`src/design/assert_macros.svh`:
```
// Assertion macros used by the top-level design file.
`ifndef ASSERT_MACROS_SVH
`define ASSERT_MACROS_SVH
// Check that a condition implies a consequence on the same edge.
`define ASSERT_IMPL(label, clk, rst_n, cond, cons, msg) \
    label: assert property (@(posedge clk) disable iff (!rst_n) (cond) |-> (cons)) \
        else $error(msg);
// Check that a condition implies a consequence on the next edge.
`define ASSERT_NEXT(label, clk, rst_n, cond, cons, msg) \
    label: assert property (@(posedge clk) disable iff (!rst_n) (cond) |=> (cons)) \
        else $error(msg);
`endif

```
`src/design/erm_pkg.sv`:
```
// Shared types and constants for the Euler rotation matrix block.
`timescale 1ns / 1ps
package erm_pkg;
    localparam int unsigned ZW = 34;
    localparam int unsigned XW = 34;
    localparam logic signed [XW-1:0] GAIN_Q30 = 34'sd652032874;

    function automatic logic signed [ZW-1:0] atan_turn(input int unsigned i);
        logic signed [ZW-1:0] t;
        begin
            unique case (i)
                0: t = 34'sd536870912;  1: t = 34'sd316933406;
                2: t = 34'sd167458907;  3: t = 34'sd85004756;
                4: t = 34'sd42667331;   5: t = 34'sd21354465;
                6: t = 34'sd10679838;   7: t = 34'sd5340245;
                8: t = 34'sd2670163;    9: t = 34'sd1335087;
                10: t = 34'sd667544;    11: t = 34'sd333772;
                12: t = 34'sd166886;    13: t = 34'sd83443;
                14: t = 34'sd41722;     15: t = 34'sd20861;
                16: t = 34'sd10430;     17: t = 34'sd5215;
                18: t = 34'sd2608;      19: t = 34'sd1304;
                20: t = 34'sd652;       21: t = 34'sd326;
                22: t = 34'sd163;       23: t = 34'sd81;
                24: t = 34'sd41;        25: t = 34'sd20;
                26: t = 34'sd10;        27: t = 34'sd5;
                28: t = 34'sd3;         29: t = 34'sd1;
                30: t = 34'sd1;
                default: t = '0;
            endcase
            return t;
        end
    endfunction
endpackage

```
`src/design/erm_cordic.sv`:
```
// Unrolled CORDIC pipeline giving sine and cosine of one binary angle.
`timescale 1ns / 1ps
module erm_cordic #(
    parameter int ANGLE_BITS   = 16,
    parameter int FRAC_BITS    = 14,
    parameter int CORDIC_STEPS = 16,
    parameter int DEPTH        = CORDIC_STEPS + 2
) (
    input  logic                   i_clk,
    input  logic [DEPTH-1:0]       i_en,
    input  logic [ANGLE_BITS-1:0]  i_angle,
    output logic signed [FRAC_BITS+1:0] o_cos,
    output logic signed [FRAC_BITS+1:0] o_sin
);
    localparam int N  = (CORDIC_STEPS < 32) ? CORDIC_STEPS : 32;
    localparam int XW = erm_pkg::XW;
    localparam int ZW = erm_pkg::ZW;
    localparam int SH = 30 - FRAC_BITS;
    localparam int OW = FRAC_BITS + 2;
    localparam logic signed [XW-1:0] ONE  = XW'(1) <<< FRAC_BITS;
    localparam logic signed [XW-1:0] HALF = XW'(1) <<< (SH - 1);

    logic signed [XW-1:0] r_x [0:N];
    logic signed [XW-1:0] r_y [0:N];
    logic signed [ZW-1:0] r_z [0:N];
    logic [1:0]           r_q [0:N];

    always_ff @(posedge i_clk) begin
        if (i_en[0]) begin
            r_x[0] <= erm_pkg::GAIN_Q30;
            r_y[0] <= '0;
            r_z[0] <= ZW'({i_angle[ANGLE_BITS-3:0], {(34 - ANGLE_BITS){1'b0}}}) >>> 2;
            r_q[0] <= i_angle[ANGLE_BITS-1 -: 2];
        end
    end

    for (genvar i = 0; i < N; i++) begin : g_it
        always_ff @(posedge i_clk) begin
            if (i_en[i+1]) begin
                if (!r_z[i][ZW-1]) begin
                    r_x[i+1] <= r_x[i] - (r_y[i] >>> i);
                    r_y[i+1] <= r_y[i] + (r_x[i] >>> i);
                    r_z[i+1] <= r_z[i] - erm_pkg::atan_turn(i);
                end else begin
                    r_x[i+1] <= r_x[i] + (r_y[i] >>> i);
                    r_y[i+1] <= r_y[i] - (r_x[i] >>> i);
                    r_z[i+1] <= r_z[i] + erm_pkg::atan_turn(i);
                end
                r_q[i+1] <= r_q[i];
            end
        end
    end

    logic signed [XW-1:0] c_rnd, s_rnd, c_sat, s_sat;
    always_comb begin
        c_rnd = (r_x[N] + HALF) >>> SH;
        s_rnd = (r_y[N] + HALF) >>> SH;
        c_sat = (c_rnd > ONE) ? ONE : ((c_rnd < -ONE) ? -ONE : c_rnd);
        s_sat = (s_rnd > ONE) ? ONE : ((s_rnd < -ONE) ? -ONE : s_rnd);
    end

    always_ff @(posedge i_clk) begin
        if (i_en[N+1]) begin
            unique case (r_q[N])
                2'd0: begin o_cos <= OW'(c_sat);  o_sin <= OW'(s_sat);  end
                2'd1: begin o_cos <= OW'(-s_sat); o_sin <= OW'(c_sat);  end
                2'd2: begin o_cos <= OW'(-c_sat); o_sin <= OW'(-s_sat); end
                default: begin o_cos <= OW'(s_sat); o_sin <= OW'(-c_sat); end
            endcase
        end
    end
endmodule

```
`config.mk`:
```
export PLATFORM = sky130hd
export DESIGN_NAME = erm_cordic
export DESIGN_NICKNAME = d
export VERILOG_FILES = /design/src/design/assert_macros.svh /design/src/design/erm_pkg.sv /design/src/design/erm_cordic.sv
export SDC_FILE = /design/constraint.sdc
export NUM_CORES = 2
export LEC_CHECK = 0
export BUFFER_PORTS_ARGS = -buffer_cell sky130_fd_sc_hd__buf_2
export CORE_AREA = 2 2 468 470
export DETAILED_ROUTE_END_ITERATION = 10
export DIE_AREA = 0 0 470 472
export PLACE_DENSITY = 0.7
export SLEW_MARGIN = 0
export SYNTH_ARGS = -nofsm -noshare
export SYNTH_HDL_FRONTEND = slang
export SYNTH_SLANG_ARGS = --single-unit
```
`constraint.sdc`:
```
create_clock -name i_clk -period 6.9 [get_ports i_clk]
set_clock_uncertainty 0.2 [all_clocks]
set_input_delay 2.07 -clock i_clk [delete_from_list [all_inputs] [get_ports i_clk]]
set_output_delay 2.07 -clock i_clk [all_outputs]
set_load 0.01 [all_outputs]
```
Yosys cells after proc, flatten, opt, wreduce, memory -nomap -nowiden
Memories as Yosys holds them, arrays and structs flattened.
Cells that the tools add are included.

word-level totals
  bits in registers = 32
  bits in writable memories = 1768
  input port bits = 35
  output and inout bits = 32
  logic and storage cells = 344
  memories = 4

cells by class
  add/sub/neg operators = 99
  magnitude comparators = 4
  equality and inequality tests = 2
  mux-type cells = 184
  bitwise operators = 48
  reduce and logical (&&, ||, !) cells = 1

memory list
  name  depth  bits a word  read ports  clocked after Yosys merged registers in  wr ports  line              source
  r_x   17     34           17          0                                        17        erm_cordic.sv:23  logic signed [XW-1:0] r_x [0:N];
  r_y   17     34           17          0                                        17        erm_cordic.sv:24  logic signed [XW-1:0] r_y [0:N];
  r_z   17     34           16          0                                        17        erm_cordic.sv:25  logic signed [ZW-1:0] r_z [0:N];
  r_q   17     2            17          0                                        17        erm_cordic.sv:26  logic [1:0] r_q [0:N];

operators by type and width
  operator                count
  $mux 34                 48
  $mux 1                  130
  $add 34x17->34 const B  3
  $pmux 16 s3             2
  $add 34x19->34          2
  $add 34x20->34          2
  $add 34x21->34          2
  $add 34x22->34          2
  $add 34x23->34          2
  $add 34x24->34          2
  $add 34x25->34          2
  $add 34x26->34          2
  $add 34x27->34          2
  $add 34x28->34          2
  $add 34x29->34          2
  $add 34x30->34          2
  $add 34x31->34          2
  $add 34x32->34          2
  $add 34x33->34          2
  $sub 34x19->34          2
  $sub 34x20->34          2
  $sub 34x21->34          2
  $sub 34x22->34          2
  $sub 34x23->34          2
  51 further kinds        115

Logic depth before layout (Yosys ltp)
An unclocked memory read counts as a cell.

  depth in word-level cells = 7
  gate-level depth with buffers = 22
  gate-level depth less buffers = 22

Worst setup path before layout
OpenSTA, ideal clock, no wires.

  kind = input port to flip-flop
  start point = input i_en[15]
  end point = memory r_x[15][30] (data pin)
  setup time = 0.258 ns
  data arrival time = 6.249 ns
  data required time = 6.442 ns
  slack = 0.193 ns
  stages = 16
  buffers on the path = 2
  cells stage by stage = nand2_1 -> clkbuf_1 -> clkbuf_1 -> o21ai_0 -> fa_1 -> a21oi_1 -> o21bai_1 -> a2111oi_0 -> nor4_1 -> o31a_1 -> or4_1 -> a31oi_1 -> nor2b_1 -> o21ai_0 -> nor2b_1 -> xnor2_1

RTL lines
  what         line              source
  from (decl)  erm_cordic.sv:10  input logic [DEPTH-1:0] i_en,
  to (decl)    erm_cordic.sv:23

==> flow_metrics.tcl <==
set metrics [dict create \
    wl_met1_um 133300 \
    layout-drive-gt1-share_pct 4.812 \
    crit_type "register to register" \
    route.top_layer_used "met5" \
    coreArea_sq_um 216500 \
    grt_max_degree 80 \
    clk_pin_slew_ns 0.06 \
    critical_path.max_fanout 6 \
    postCtsHoldBufs 0 \
    viasPerCell 6.078 \
    grtUsageTotal_pct 27.26 \
    synth_top_area_share_pct 36.29 \
    fp-row-count 171 \
    max_freq_mhz 161.6 \
    ys_ff_latch 1431 \
    status "finished, final reports clean" \
    vias 93520 \
    cap_violations 0 \
    period_needed_ns 6.187 \
    final_nets 13788 \
    yosys.area.top_type "edfxtp_1" \
    synthesis.area_sq_um 118400 \
    required_ns 7.26 \
    gp_congestion 0.9754 \
    grt_pass1_vias 90186 \
    syn_inst 12238 \
    synth_seq_area_share_pct 36.29 \
    finalMaxSlewViolations 0 \
    critPathLaunchType "register" \
    die-height_um 472 \
    worstHoldPathType "register to register" \
    yosysUniqueCellTypes 88 \
    cts_max_level 4 \
    ios 67 \
    synthFlopType "edfxtp_1" \
    netlist_top_cells_count "1,431 x edfxtp_1, 1,327 x ha_1, 1,207 x a21oi_1" \
    dp_hpwl_um 249500 \
    cts_tree "yes" \
    arrival_ns 6.54 \
    post_cts_resized 0 \
    dieArea_sq_um 221800 \
    wl_met3_um 15730 \
    root_buffer "clkbuf_16" \
    drc 0 \
    tightest_slew_ns 1.030 \
    antenna_found_initial 5 \
    drt-wirelength-per-cell_um 20.26 \
    grt.overflow.total 0 \
    cts_setup_buffers 0 \
    die_w_um 470 \
    synth_area_leaders "edfxtp_1 36%, ha_1 14%, xnor2_1 8.5%, a21oi_1 5.1%, xor2_1 4.6%" \
    synthArstFlopShare_pct 0 \
    first_pass_iters 8 \
    syn_avg_cell_area_sq_um 9.677 \
    totalWireLength_um 311800 \
    io_buffers 66 \
    finalSetupViolations 0 \
    max_slew_margin_pct 31.07 \
    syn_nets 13634 \
    rsz0062_at_grt "false" \
    start_util_pct 54.69 \
    drt_iter0_drc 7191 \
    yosys_warnings 0 \
    crit_path_end_kind "register" \
    period_share_pct 89.67 \
    synth-edff-count 1431 \
    wl_met2_um 150200 \
    numCtsBuffers 165 \
    area_growth_pct 8.337 \
    cts_buffer_depth 3 \
    finalHoldViolCount 0 \
    setup_tns_ns 0 \
    grt_pass1_wl_um 489100 \
    ant_nets 0 \
    clock_latency_ns 0.82 \
    yosysMostFrequentCell "edfxtp_1" \
    clock_sinks 1431 \
]
final cells by class:
cell class                      count  area (sq um)
Clock inverter                    118          1394
Timing Repair Buffer              197          1431
Inverter                          445          1670
Tap cell                         2854          3571
Multi-Input combinational cell  10152         73020
Sequential cell                  1431         42970
Antenna cell                        3         7.507
Clock buffer                      187          4233
Fill cell                       18285         88220
metrics by stage:
step	setup slack [ns]	hold slack (ns)	util [%]	area [sq um]	instances
floorplan	0.1933	0.2003	-	118400	12238
global placement	0.2118	0.2007	56.65	122700	15079
detailed placement	0.1225	0.2045	56.65	122700	15079
CTS	0.7593	0.2179	59.24	128300	15384
global route	0.1842	0.2244	59.25	128300	15385
finish	0.7129	0.2176	59.25	128300	15387
flip-flops by register name, summed over array words and instances, names as in the netlist:
register,count
r_y,462
r_x,460
r_z,443
r_q,34
o_cos,16
o_sin,16
routing by layer:
metal  track usage (%)  vias up
met5                 0        -
met4             10.74        2
met1             34.54    44499
li1                  -    45938
met3             3.233      533
met2             47.38     2548
cells by family after synthesis:
group / count (synthesis) / share of synthesized area (%)
buffers and inverters: 655 / 2.086
muxes: 107 / 0.9424
AOI/OAI and AO/OA: 3667 / 19.65
adders and majority gates: 1361 / 14.59
DFF: 1431 / 36.29
and+or+nand+nor: 3237 / 13.28
xor gates and xnor gates: 1780 / 13.16
critical path, stage by stage, from the launching register on:
cell and delay [ns]:
edfxtp_1 0.46, or3_1 0.42, or3_1 0.38, or3_1 0.35, or4_4 0.45, or4_4 0.46
o41ai_1 0.34, xor2_1 0.20, ha_1 0.32, o21a_1 0.13, o21ai_0 0.18, a21oi_1 0.12
and3_1 0.20, a211oi_1 0.49, a21oi_1 0.20, nor4_1 0.20, nor3_1 0.12, a211oi_1 0.39
a21oi_1 0.15, xnor2_1 0.14
final timing paths:
path / start / endpoint / slack [ns] / depth (start not counted)
worst max-delay path: r_x[3][7]$_DFFE_PP_ / r_y[4][33]$_DFFE_PP_ / 0.71 / 19
worst min-delay path: r_q[0][25]$_DFFE_PP_ / r_q[0][27]$_DFFE_PP_ / 0.22 / 0
worst max register to register: r_x[3][7]$_DFFE_PP_ / r_y[4][33]$_DFFE_PP_ / 0.71 / 19
worst min register to register: r_q[0][25]$_DFFE_PP_ / r_q[0][27]$_DFFE_PP_ / 0.22 / 0
layout by cell type, fill, tap and decap left out, types with 148 or more instances in the layout:
| cell | netlist | routed |
|---|---|---|
| edfxtp_1 | 1431 | 1431 |
| nand2b_1 | 223 | 223 |
| a21oi_1 | 1207 | 1207 |
| o21bai_1 | 148 | 148 |
| xor2_1 | 626 | 626 |
| xnor2_1 | 1154 | 1154 |
| o21ai_0 | 673 | 673 |
| clkbuf_16 | 0 | 166 |
| nor3_1 | 312 | 312 |
| ha_1 | 1327 | 1327 |
| o21a_1 | 221 | 221 |
| nand2_1 | 704 | 699 |
| nor2b_1 | 159 | 159 |
| nand3_1 | 251 | 251 |
| inv_1 | 438 | 438 |
| a21o_1 | 540 | 540 |
| nor2_1 | 946 | 946 |
Power is left out: the tool's default activity adds up to more than one toggle a clock period on the data nets, which glitch-free logic cannot reach.
